### config.mk
export PLATFORM = sky130hd
export DESIGN_NAME = complex_to_polar
export DESIGN_NICKNAME = d
export VERILOG_FILES = /design/src/sv/c2p_pkg.sv /design/src/sv/c2p_prep.sv /design/src/sv/c2p_cell.sv /design/src/sv/c2p_post.sv /design/src/sv/complex_to_polar.sv
export SDC_FILE = /design/constraint.sdc
export NUM_CORES = 2
export LEC_CHECK = 0
export ABC_AREA = 1
export BUFFER_PORTS_ARGS = -buffer_cell sky130_fd_sc_hd__buf_2
export CORE_MARGIN = 8
export CORE_UTILIZATION = 64
export DETAILED_ROUTE_END_ITERATION = 16
export MAX_ROUTING_LAYER = met4
export PLACE_DENSITY = 0.86
export SYNTH_ARGS = -nofsm -noshare
export SYNTH_HDL_FRONTEND = slang
export SYNTH_SLANG_ARGS = --single-unit
### constraint.sdc
create_clock -name i_clk -period 14.7 [get_ports i_clk]
set_input_delay 2.94 -clock i_clk [delete_from_list [all_inputs] [get_ports i_clk]]
set_output_delay 2.94 -clock i_clk [all_outputs]
set_load 0.1 [all_outputs]
### src/sv/c2p_pkg.sv
// Shared types, constants and the arctangent table function for the complex-to-polar unit.
`timescale 1ns / 1ps
`default_nettype none

package c2p_pkg;

    // Sample and result field widths.
    localparam int C_SAMPLE_W   = 16;
    localparam int C_RESULT_W   = 16;

    // Fraction bits added below the sample before the micro-rotations.
    localparam int C_GUARD      = 8;

    // Datapath widths: x and y need two bits of headroom for the quarter
    // turn and the CORDIC gain; the angle is radians in Q21.
    localparam int C_XW         = C_SAMPLE_W + C_GUARD + 2;
    localparam int C_ZW         = 24;

    // Gain compensation and the product that carries it.
    localparam int C_GAIN_W     = 17;
    localparam int C_PW         = C_XW + C_GAIN_W;
    localparam int C_GAIN_INV   = 39797;
    localparam int C_MAG_SHIFT  = 24;

    // Angle constants.
    localparam int C_ATAN_ONE   = 1647099;
    localparam int C_QUARTER    = 3294199;
    localparam int C_PI_OUT     = 25736;
    localparam int C_HALF_PI    = 12868;
    localparam int C_PH_SHIFT   = 8;

    // Default number of micro-rotation cells.
    localparam int C_STEPS_DEF  = 16;

    // One incoming sample.
    typedef struct packed {
        logic signed [C_SAMPLE_W-1:0] real_part;
        logic signed [C_SAMPLE_W-1:0] imag_part;
    } t_c2p_in;

    // One polar result.
    typedef struct packed {
        logic        [C_RESULT_W-1:0] magnitude;
        logic signed [C_RESULT_W-1:0] phase;
    } t_c2p_out;

    // What one cell hands to the next.
    typedef struct packed {
        logic signed [C_XW-1:0] x;
        logic signed [C_XW-1:0] y;
        logic signed [C_ZW-1:0] z;
        logic                   bypass;
        t_c2p_out               bypass_res;
    } t_c2p_stage;

    // atan(2^-idx) in Q21, from the alternating power series at 2^-60
    // resolution, rounded half up. Evaluated only at elaboration.
    function automatic int unsigned atan_q21(input int unsigned idx);
        logic [63:0] acc;
        logic [63:0] term;
        int unsigned n;
        logic        add;
        acc = 64'd0;
        add = 1'b1;
        if (idx == 0) begin
            return C_ATAN_ONE;
        end
        for (n = 1; n <= 59; n += 2) begin
            if (idx * n <= 60) begin
                term = (64'd1 << (60 - idx * n)) / 64'(n);
                if (add) begin
                    acc = acc + term;
                end else begin
                    acc = acc - term;
                end
                add = ~add;
            end
        end
        return 32'((acc + (64'd1 << 38)) >> 39);
    endfunction

endpackage

`default_nettype wire

### src/sv/c2p_prep.sv
// Input stage: special-case detection and the quarter-turn pre-rotation into the right half plane.
`timescale 1ns / 1ps
`default_nettype none

module c2p_prep (
    input  wire logic               i_clk,
    input  wire logic               i_rst_n,
    input  wire logic               i_valid,
    output logic                    o_ready,
    input  wire c2p_pkg::t_c2p_in   i_data,
    output logic                    o_valid,
    input  wire logic               i_ready,
    output c2p_pkg::t_c2p_stage     o_data
);

    localparam int XW = c2p_pkg::C_XW;
    localparam int ZW = c2p_pkg::C_ZW;
    localparam int RW = c2p_pkg::C_RESULT_W;

    logic                 r_valid;
    c2p_pkg::t_c2p_stage  r_data;
    c2p_pkg::t_c2p_stage  n_data;

    logic signed [XW-1:0] re_ext;
    logic signed [XW-1:0] im_ext;
    logic signed [XW-1:0] x0;
    logic signed [XW-1:0] y0;
    logic                 re_zero;
    logic                 im_zero;

    // Sign-extend, scale up by the guard bits and look for the exact cases.
    always_comb begin
        re_ext  = XW'(i_data.real_part);
        im_ext  = XW'(i_data.imag_part);
        x0      = re_ext <<< c2p_pkg::C_GUARD;
        y0      = im_ext <<< c2p_pkg::C_GUARD;
        re_zero = (i_data.real_part == '0);
        im_zero = (i_data.imag_part == '0);
    end

    // Build the first cell's operands.
    always_comb begin
        n_data        = '0;
        n_data.x      = x0;
        n_data.y      = y0;
        n_data.z      = '0;
        n_data.bypass = re_zero || im_zero;

        // A negative real part is turned a quarter turn toward the right half.
        if (x0 < 0) begin
            if (y0 > 0) begin
                n_data.x = y0;
                n_data.y = -x0;
                n_data.z = ZW'(c2p_pkg::C_QUARTER);
            end else begin
                n_data.x = -y0;
                n_data.y = x0;
                n_data.z = -ZW'(c2p_pkg::C_QUARTER);
            end
        end

        // On an axis the answer is exact and skips the rotations.
        if (im_zero) begin
            n_data.bypass_res.magnitude = RW'(re_ext < 0 ? -re_ext : re_ext);
            n_data.bypass_res.phase     = (re_ext < 0) ? RW'(c2p_pkg::C_PI_OUT) : '0;
        end else begin
            n_data.bypass_res.magnitude = RW'(im_ext < 0 ? -im_ext : im_ext);
            n_data.bypass_res.phase     = (im_ext > 0) ? RW'(c2p_pkg::C_HALF_PI)
                                                       : -RW'(c2p_pkg::C_HALF_PI);
        end
    end

    // The stage loads whenever it is empty or its content moves on.
    assign o_ready = !r_valid || i_ready;

    always_ff @(posedge i_clk) begin
        if (!i_rst_n) begin
            r_valid <= 1'b0;
        end else if (o_ready) begin
            r_valid <= i_valid;
        end
    end

    always_ff @(posedge i_clk) begin
        if (o_ready && i_valid) begin
            r_data <= n_data;
        end
    end

    assign o_valid = r_valid;
    assign o_data  = r_data;

endmodule

`default_nettype wire

### src/sv/c2p_cell.sv
// One CORDIC vectoring micro-rotation cell with its own pipeline register.
`timescale 1ns / 1ps
`default_nettype none

module c2p_cell #(
    parameter int STEP = 0
) (
    input  wire logic                 i_clk,
    input  wire logic                 i_rst_n,
    input  wire logic                 i_valid,
    output logic                      o_ready,
    input  wire c2p_pkg::t_c2p_stage  i_data,
    output logic                      o_valid,
    input  wire logic                 i_ready,
    output c2p_pkg::t_c2p_stage       o_data
);

    localparam int XW = c2p_pkg::C_XW;
    localparam int ZW = c2p_pkg::C_ZW;
    localparam logic signed [ZW-1:0] ATAN = ZW'(c2p_pkg::atan_q21(STEP));

    logic                 r_valid;
    c2p_pkg::t_c2p_stage  r_data;
    c2p_pkg::t_c2p_stage  n_data;

    logic signed [XW-1:0] xs;
    logic signed [XW-1:0] ys;

    // Rotate toward the real axis; the sign of y picks the direction.
    always_comb begin
        xs     = i_data.x >>> STEP;
        ys     = i_data.y >>> STEP;
        n_data = i_data;
        if (!i_data.y[XW-1]) begin
            n_data.x = i_data.x + ys;
            n_data.y = i_data.y - xs;
            n_data.z = i_data.z + ATAN;
        end else begin
            n_data.x = i_data.x - ys;
            n_data.y = i_data.y + xs;
            n_data.z = i_data.z - ATAN;
        end
    end

    // Per-cell handshake: load when empty or when the next cell takes the content.
    assign o_ready = !r_valid || i_ready;

    always_ff @(posedge i_clk) begin
        if (!i_rst_n) begin
            r_valid <= 1'b0;
        end else if (o_ready) begin
            r_valid <= i_valid;
        end
    end

    always_ff @(posedge i_clk) begin
        if (o_ready && i_valid) begin
            r_data <= n_data;
        end
    end

    assign o_valid = r_valid;
    assign o_data  = r_data;

endmodule

`default_nettype wire

### src/sv/c2p_post.sv
// Output stages: gain-compensation multiply, then rounding, clamping and the special-case select.
`timescale 1ns / 1ps
`default_nettype none

module c2p_post (
    input  wire logic                 i_clk,
    input  wire logic                 i_rst_n,
    input  wire logic                 i_valid,
    output logic                      o_ready,
    input  wire c2p_pkg::t_c2p_stage  i_data,
    output logic                      o_valid,
    input  wire logic                 i_ready,
    output c2p_pkg::t_c2p_out         o_data
);

    localparam int PW = c2p_pkg::C_PW;
    localparam int ZW = c2p_pkg::C_ZW;
    localparam int RW = c2p_pkg::C_RESULT_W;
    localparam int MW = PW - c2p_pkg::C_MAG_SHIFT;
    localparam int HW = ZW + 1 - c2p_pkg::C_PH_SHIFT;

    localparam logic signed [PW-1:0] GAIN    = PW'(c2p_pkg::C_GAIN_INV);
    localparam logic signed [PW-1:0] MAG_RND = PW'(1) <<< (c2p_pkg::C_MAG_SHIFT - 1);
    localparam logic signed [ZW:0]   PH_RND  = (ZW + 1)'(1) <<< (c2p_pkg::C_PH_SHIFT - 1);
    localparam logic signed [MW-1:0] MAG_MAX = MW'((1 << RW) - 1);
    localparam logic signed [HW-1:0] PH_MAX  = HW'(c2p_pkg::C_PI_OUT);

    // Product stage registers.
    logic                    r_a_valid;
    logic signed [PW-1:0]    r_a_prod;
    logic signed [ZW-1:0]    r_a_z;
    logic                    r_a_bypass;
    c2p_pkg::t_c2p_out       r_a_bypass_res;
    logic                    a_ready;

    // Output register.
    logic                    r_b_valid;
    c2p_pkg::t_c2p_out       r_b_data;
    c2p_pkg::t_c2p_out       n_b_data;

    logic signed [PW-1:0]    mag_sum;
    logic signed [MW-1:0]    mag_full;
    logic signed [ZW:0]      ph_sum;
    logic signed [HW-1:0]    ph_full;

    // Multiply the final x by the inverse CORDIC gain.
    assign o_ready = !r_a_valid || a_ready;

    always_ff @(posedge i_clk) begin
        if (!i_rst_n) begin
            r_a_valid <= 1'b0;
        end else if (o_ready) begin
            r_a_valid <= i_valid;
        end
    end

    always_ff @(posedge i_clk) begin
        if (o_ready && i_valid) begin
            r_a_prod       <= PW'(i_data.x) * GAIN;
            r_a_z          <= i_data.z;
            r_a_bypass     <= i_data.bypass;
            r_a_bypass_res <= i_data.bypass_res;
        end
    end

    // Round both results, clamp them, and pick the exact answer on an axis.
    always_comb begin
        mag_sum  = r_a_prod + MAG_RND;
        mag_full = mag_sum[PW-1:c2p_pkg::C_MAG_SHIFT];
        ph_sum   = {r_a_z[ZW-1], r_a_z} + PH_RND;
        ph_full  = ph_sum[ZW:c2p_pkg::C_PH_SHIFT];

        if (mag_full < 0) begin
            n_b_data.magnitude = '0;
        end else if (mag_full > MAG_MAX) begin
            n_b_data.magnitude = RW'(MAG_MAX);
        end else begin
            n_b_data.magnitude = RW'(mag_full);
        end

        if (ph_full > PH_MAX) begin
            n_b_data.phase = RW'(PH_MAX);
        end else if (ph_full < -PH_MAX) begin
            n_b_data.phase = RW'(-PH_MAX);
        end else begin
            n_b_data.phase = RW'(ph_full);
        end

        if (r_a_bypass) begin
            n_b_data = r_a_bypass_res;
        end
    end

    assign a_ready = !r_b_valid || i_ready;

    always_ff @(posedge i_clk) begin
        if (!i_rst_n) begin
            r_b_valid <= 1'b0;
        end else if (a_ready) begin
            r_b_valid <= r_a_valid;
        end
    end

    always_ff @(posedge i_clk) begin
        if (a_ready && r_a_valid) begin
            r_b_data <= n_b_data;
        end
    end

    assign o_valid = r_b_valid;
    assign o_data  = r_b_data;

endmodule

`default_nettype wire

### src/sv/complex_to_polar.sv
// Top level of the pipelined CORDIC complex-to-polar converter.
`timescale 1ns / 1ps
`default_nettype none

// Converts one complex sample per clock into magnitude and phase while the output
// side does not stall. Each request passes through an input stage, a row of
// ROTATION_STEPS micro-rotation cells and two output stages, each registered.
// Every stage holds its own item and frees itself as soon as the next stage
// takes it, so a stall on the output fills the pipeline one stage at a time
// before input ready drops, and a waiting result never blocks a new request
// while an empty stage remains.
// Magnitude is unsigned in the input scale, gain-compensated and rounded; phase
// is signed radians times 8192 with atan2 quadrant rules. Zero input gives phase
// zero, and a negative real sample on the axis gives plus pi.

module complex_to_polar #(
    parameter int ROTATION_STEPS = c2p_pkg::C_STEPS_DEF
) (
    input  wire logic               i_clk,
    input  wire logic               i_rst_n,
    input  wire logic               i_in_valid,
    output logic                    o_in_ready,
    input  wire c2p_pkg::t_c2p_in   i_in_data,
    output logic                    o_out_valid,
    input  wire logic               i_out_ready,
    output c2p_pkg::t_c2p_out       o_out_data
);

    c2p_pkg::t_c2p_stage w_data  [ROTATION_STEPS+1];
    logic                w_valid [ROTATION_STEPS+1];
    logic                w_ready [ROTATION_STEPS+1];

    // Input stage.
    c2p_prep u_prep (
        .i_clk   (i_clk),
        .i_rst_n (i_rst_n),
        .i_valid (i_in_valid),
        .o_ready (o_in_ready),
        .i_data  (i_in_data),
        .o_valid (w_valid[0]),
        .i_ready (w_ready[0]),
        .o_data  (w_data[0])
    );

    // Row of micro-rotation cells.
    for (genvar g = 0; g < ROTATION_STEPS; g++) begin : g_cell
        c2p_cell #(
            .STEP (g)
        ) u_cell (
            .i_clk   (i_clk),
            .i_rst_n (i_rst_n),
            .i_valid (w_valid[g]),
            .o_ready (w_ready[g]),
            .i_data  (w_data[g]),
            .o_valid (w_valid[g+1]),
            .i_ready (w_ready[g+1]),
            .o_data  (w_data[g+1])
        );
    end

    // Gain compensation, rounding and output register.
    c2p_post u_post (
        .i_clk   (i_clk),
        .i_rst_n (i_rst_n),
        .i_valid (w_valid[ROTATION_STEPS]),
        .o_ready (w_ready[ROTATION_STEPS]),
        .i_data  (w_data[ROTATION_STEPS]),
        .o_valid (o_out_valid),
        .i_ready (i_out_ready),
        .o_data  (o_out_data)
    );

`ifndef SYNTHESIS
    // An accepted request always lands in the input stage.
    a_accept_loads: assert property (@(posedge i_clk) disable iff (!i_rst_n)
        i_in_valid && o_in_ready |=> w_valid[0])
        else $error("accepted request did not reach the input stage");

    // Input ready only drops while the input stage holds an item.
    a_ready_drop: assert property (@(posedge i_clk) disable iff (!i_rst_n)
        !o_in_ready |-> w_valid[0])
        else $error("input stalled with an empty input stage");

    // A delivered phase stays within plus or minus pi.
    a_phase_range: assert property (@(posedge i_clk) disable iff (!i_rst_n)
        o_out_valid |-> (o_out_data.phase <= 16'sd25736) &&
                        (o_out_data.phase >= -16'sd25736))
        else $error("phase out of range");
`endif

endmodule

`default_nettype wire

# ---- Word-level counts from Yosys, hierarchy flattened
# Cells that the tools add are included.
dict set report op_classes {
  mul 1
  muxes 28
  order_cmp 9
  add_sub_neg 101
  reduce_logical 62
  bitwise_logic 1
}
# operator count
set op_table {}
lappend op_table {{2-to-1 mux 76 bit} 18}
lappend op_table {{2-to-1 mux 16 bit} 7}
lappend op_table {{2-to-1 mux 32 bit} 2}
lappend op_table {{adder 26 x 11 -> 26 bit} 2}
lappend op_table {{adder 26 x 12 -> 26 bit} 2}
lappend op_table {{adder 26 x 13 -> 26 bit} 2}
lappend op_table {{adder 26 x 14 -> 26 bit} 2}
lappend op_table {{adder 26 x 15 -> 26 bit} 2}
lappend op_table {{adder 26 x 16 -> 26 bit} 2}
lappend op_table {{adder 26 x 17 -> 26 bit} 2}
lappend op_table {{adder 26 x 18 -> 26 bit} 2}
lappend op_table {{adder 26 x 19 -> 26 bit} 2}
lappend op_table {{adder 26 x 20 -> 26 bit} 2}
lappend op_table {{adder 26 x 21 -> 26 bit} 2}
lappend op_table {{adder 26 x 22 -> 26 bit} 2}
lappend op_table {{adder 26 x 23 -> 26 bit} 2}
lappend op_table {{adder 26 x 24 -> 26 bit} 2}
lappend op_table {{adder 26 x 25 -> 26 bit} 2}
lappend op_table {{negator 24 -> 26 bit} 2}
lappend op_table {{subtractor 26 x 11 -> 26 bit} 2}
lappend op_table {{subtractor 26 x 12 -> 26 bit} 2}
lappend op_table {{subtractor 26 x 13 -> 26 bit} 2}
lappend op_table {{subtractor 26 x 14 -> 26 bit} 2}
lappend op_table {{subtractor 26 x 15 -> 26 bit} 2}
lappend op_table {{62 further kinds} 133}
dict set report totals {
  out_inout_bits 34
  ff_bits 1978
  inputBits 36
  elab_cells 331
}

# ---- Logic depth before layout (Yosys ltp)
dict set report logic_depth {
  depth_word 21
  depth_mapped 22
}

# ---- Modules after synthesis
# A second synthesis with hierarchy kept.
dict set report hier_totals {
  hier_cells 21837
  area_unflattened_um2 163212.8
}
# mod cells_each area_per_inst_um2 n_inst seq_area_each_um2
set modules_own_cells {}
lappend modules_own_cells {c2p_post 1592 14196.1 1 3103.0}
lappend modules_own_cells {{c2p_cell at g_cell[0].u_cell} 1437 10470.0 1 3263.1}
lappend modules_own_cells {{c2p_cell at g_cell[3].u_cell} 1394 9774.4 1 3293.2}
lappend modules_own_cells {{c2p_cell at g_cell[1].u_cell} 1385 9741.8 1 3293.2}
lappend modules_own_cells {{c2p_cell at g_cell[6].u_cell} 1355 9680.5 1 3293.2}
lappend modules_own_cells {{c2p_cell at g_cell[2].u_cell} 1351 9613.0 1 3293.2}
lappend modules_own_cells {{c2p_cell at g_cell[5].u_cell} 1351 9566.7 1 3293.2}
lappend modules_own_cells {{c2p_cell at g_cell[4].u_cell} 1353 9562.9 1 3293.2}
lappend modules_own_cells {{c2p_cell at g_cell[10].u_cell} 1112 8558.2 1 3293.2}
lappend modules_own_cells {{c2p_cell at g_cell[13].u_cell} 1106 8552.0 1 3293.2}
lappend modules_own_cells {{c2p_cell at g_cell[7].u_cell} 1129 8520.7 1 3293.2}
lappend modules_own_cells {{c2p_cell at g_cell[14].u_cell} 1136 8505.7 1 3293.2}
lappend modules_own_cells {{c2p_cell at g_cell[12].u_cell} 1120 8486.9 1 3293.2}
lappend modules_own_cells {{c2p_cell at g_cell[9].u_cell} 1113 8478.1 1 3293.2}
lappend modules_own_cells {{4 more rows} - - - -}

# ---- Worst setup path after synthesis
# No wires, ideal clock.
dict set report synth_timing {
  kind {input to register}
  start {input port i_out_ready}
  end {register g_cell[5].u_cell.r_data (netlist bit g_cell[5].u_cell.o_data[100]) (enable)}
  n_path_buf 0
  t_arrival_ps 7635
  required_ps 14144
  setup_ps 556
  slack_ps 6508
  path_stages 10
  cell_sequence {inv_1 nand4_1 nor2_2 nand4_2 nor2_2 nand4_2 nor2_2 inv_1 nor2_1 nor2_1}
}
dict set report synth_between {
  elab_chain_cells 14
}
# item line_no
set synth_rtl {}
lappend synth_rtl {{start, declared} complex_to_polar.sv:25} ;# input wire logic i_out_ready,
lappend synth_rtl {{logical OR 1 bit} c2p_post.sv:94} ;# assign a_ready = !r_b_valid || i_ready;
lappend synth_rtl {{logical OR 1 bit} c2p_post.sv:47} ;# assign o_ready = !r_a_valid || a_ready;
lappend synth_rtl {{logical OR 1 bit (11 in series)} c2p_cell.sv:46} ;# assign o_ready = !r_valid || i_ready;
lappend synth_rtl {{logical AND 1 bit} c2p_cell.sv:57} ;# if (o_ready && i_valid) begin
lappend synth_rtl {{end signal, assigned} c2p_cell.sv:58} ;# r_data <= n_data;
lappend synth_rtl {{end, declared} c2p_cell.sv:23} ;# c2p_pkg::t_c2p_stage r_data;
# Every way passes these cells.
# A chain may end at the register's enable or synchronous reset.

# ---- Worst setup path in the final report
dict set report layout_timing {
  start {input port i_out_ready}
  end {output port o_in_ready}
}
dict set report layout_between {
  elab_chain_cells 19
}
# item line_no
set layout_rtl {}
lappend layout_rtl {{logical OR 1 bit} c2p_post.sv:94}
lappend layout_rtl {{logical OR 1 bit} c2p_post.sv:47}
lappend layout_rtl {{logical OR 1 bit (16 in series)} c2p_cell.sv:46}
lappend layout_rtl {{logical OR 1 bit} c2p_prep.sv:74} ;# assign o_ready = !r_valid || i_ready;
lappend layout_rtl {{end, declared} complex_to_polar.sv:22} ;# output logic o_in_ready,
# Every way passes these cells.

==> impl_metrics.tcl <==
set metrics [dict create \
    place.detailed.hpwl_um 242000 \
    whs_path_depth 0 \
    clock_skew_ns 0.04327 \
    wl_um 303400 \
    cp_slowest_stage_delay_ns 0.33 \
    drc 0 \
    p_leak_nw 53.49 \
    r2r-start "g_cell[15].u_cell.o_data[108]" \
    grt_use_met1_pct 35.99 \
    tightest_slew_ns 1.200 \
    synth_seq_area_share_pct 40.95 \
    cp-start-kind "input pin" \
    ant_nets 0 \
    critPathBufInv 3 \
    overflow 0 \
    period_minus_slack_ns 8.366 \
    first_global_vias 88310 \
    core_area_um2 180500 \
    finalHoldViolCount 0 \
    rr_worst_depth 17 \
    layout-drive-gt1-share_pct 3.821 \
    syn_avg_cell_area_um2 9.317 \
    h-tree-depth 4 \
    top_usage_layer "met2" \
    synth_top_area_share_pct 40.62 \
    critPathTopFamily "simple AND/OR/NAND/NOR gates" \
    synth_top_cells_by_area "edfxtp_1, ha_1, xor2_1" \
    cts-hold-fix-buffers 0 \
    setup_slack_ns 6.334 \
    fp-row-count 156 \
    portBuffers 69 \
    synth_edf_count 1570 \
    ys.warnings.count 0 \
    cp_common_cell "nand4_2" \
    slew_violations 0 \
    io_pins 70 \
    layout.nets 14110 \
    cts_tree "built" \
    syn_area_um2 116100 \
    cp_max_fo 6 \
    crit_slowest_cell "buf_2" \
    synthFlopType "edfxtp_1" \
    tns_ns 0 \
    syn_nets 13930 \
    area_growth_pct 7.752 \
    use_met3_pct 3.835 \
    mostFrequentLayoutCells "nand2_1, edfxtp_1, inv_1, a21oi_1, ha_1" \
    grt_start_max_net_pins 85 \
    grt_pass1_wl_um 473600 \
    ys_async_sr_fraction_pct 0 \
    dieArea_um2 195200 \
    setup_viol 0 \
    cts_made_buffers 169 \
    postCtsSetupRepairBufs 0 \
    gr-usage-met2_pct 53.44 \
    whs_endpoint "g_cell[10].u_cell.o_data[26]" \
    grt.total_usage_pct 30.93 \
    vdd_ir_drop_max_mv 0.1015 \
    num_vias 89130 \
    layout_commonest_cell "nand2_1" \
    drtIter0Drc 6868 \
    power_density_nw_per_um2 83.71 \
    path_cells "buf_2 -> inv_1 -> nand4_1 -> nor2_2 -> nand4_2 -> nor2_2 -> nand4_2 -> nor2_2 -> nand4_2 -> nor2_4 -> nand4_2 -> buf_2" \
    rsz0062_at_grt "no" \
    place_congestion 1.052 \
    multi_input_area_um2 62320 \
    fp.dieW_um 441.9 \
    start_util_pct 64.28 \
    crit_path_end_kind "output port" \
    cts.repair.resized 0 \
    synth.distinct_cells 70 \
    arrival_ns 5.43 \
    dpl_worst_slack_ns 6.429 \
    root_buffer "clkbuf_16" \
    cp.required_ns 11.76 \
    timing.max_cap.violations 0 \
    yosysTopAreaCell "edfxtp_1" \
    first_pass_iters 7 \
    relSlewSlack_pct 19.92 \
    status "completed" \
    antenna_found_initial 1 \
    hold_path_class "register to register" \
    cts.path.max_buffers 3 \
    clock-sinks 1589 \
    synth_seq_cells 1589 \
    period_share_pct 56.91 \
    max_freq_mhz 119.5 \
    syn_inst 12460 \
    r2r-end "u_post.r_a_prod[42]" \
    clk_latency_ns 0.86 \
    via_per_inst 5.885 \
    hp-start "g_cell[9].u_cell.o_data[26]" \
    die_y_um 441.9 \
    cts.clk_slew.worst_paths_ns 0.06 \
    wl_per_cell_um 20.04 \
    path_class "input pin to output port" \
    ff2ff_setup_slack_ns 8.79 \
    crit_start "i_out_ready" \
    num-fill-cells 13630 \
    ff_latch_area_um2 47530 \
]
area by class of cell:
| type | count | area share (%) |
|---|---|---|
| clock inverter | 125 | 1.120 |
| timing repair buffer | 116 | 0.5583 |
| tap | 2370 | 2.371 |
| sequential | 1589 | 38.00 |
| multi-input combinational | 9200 | 49.84 |
| inverter | 1556 | 4.676 |
| antenna | 1 | 0.002001 |
| clock buffer | 187 | 3.436 |
cell families after synthesis:
group / synth area share [%]
buffers and inverters: 5.415
flip-flops: 40.95
other: 0.003231
adder cells (fa/ha/maj): 16.96
XOR/XNOR: 10.93
multiplexers: 0.02587
AO/OA/AOI/OAI: 11.70
AND/OR/NAND/NOR: 14.03
flip-flops by register name (all words and copies together) (netlist names), 16 cells and up:
| signal | cells |
|---|---|
| u_prep.o_data | 61 |
| g_cell.u_cell.o_valid | 16 |
| u_post.r_a_bypass_res | 21 |
| u_post.r_a_prod | 20 |
| u_post.o_data | 32 |
| g_cell.u_cell.o_data | 1418 |
| u_post.r_a_z | 17 |
Yosys cell counts (all sizes together), types with 14 or more instances:
library cell / number
o31ai: 39
clkbuf: 89
a41oi: 14
xor2: 1006
nand2: 1944
a21boi: 49
nor2: 949
dfxtp: 19
buf: 23
edfxtp: 1570
o21a: 36
inv: 1549
nand3: 424
ha: 1216
a21oi: 1240
a31oi: 64
nor3: 261
o21bai: 110
o21ai: 713
o221ai: 23
nand4: 149
a21o: 73
xnor2: 442
nor4: 76
or2: 27
o211ai: 32
fa: 223
worst max-delay path by stage:
stage | end | slack [ns] | cells after the start
after floorplan | g_cell[5].u_cell.o_data[100] | 6.51 | 10
after global placement | o_in_ready | 6.65 | 12
after detailed placement | o_in_ready | 6.43 | 12
after CTS | o_in_ready | 6.33 | 12
after global routing | o_in_ready | 6.20 | 12
final | o_in_ready | 6.33 | 12
per-stage QoR:
step / area [µm²] / power, W / instances / util (%) / hold WS, ns
after CTS: 125100 / 0.01052 / 15140 / 69.27 / 0.4057
final: 125100 / 0.01047 / 15140 / 69.27 / 0.4096
after global routing: 125100 / 0.01082 / 15140 / 69.27 / 0.4047
after detailed placement: 119400 / 0.006227 / 14830 / 66.11 / 0.4045
after global placement: 119400 / 0.006203 / 14830 / 66.11 / 0.4003
after floorplan: 116100 / 0.005945 / 12460 / - / 0.4003
worst register-to-register path: stages, from the launching register on:
cell and delay (ns):
edfxtp_1 1.02, ha_1 0.42, inv_1 0.14, fa_1 0.42, fa_1 0.48, fa_1 0.52
fa_1 0.54, inv_1 0.05, fa_1 0.52, inv_1 0.04, ha_1 0.38, nand2_1 0.14
nor3_1 0.26, and3_1 0.22, nand3_1 0.07, nand3_1 0.14, nand2_1 0.10, xnor2_1 0.15
power breakdown:
group          internal, W  total [W]  leakage [nW]  switching, W
clock network      0.00239    0.00431          2.71       0.00192
logic             0.000369    0.00104          36.4      0.000674
registers          0.00505    0.00511          14.4     0.0000605
total              0.00781     0.0105          53.5       0.00265
layer usage:
layer	vias to the layer above	share of wire (%)
met3	791	5.1
met2	2930	50
met1	42130	40
met5	-	0
met4	0	5.4
li1	43270	-
Note: power is estimated with default switching activity, not from simulation.
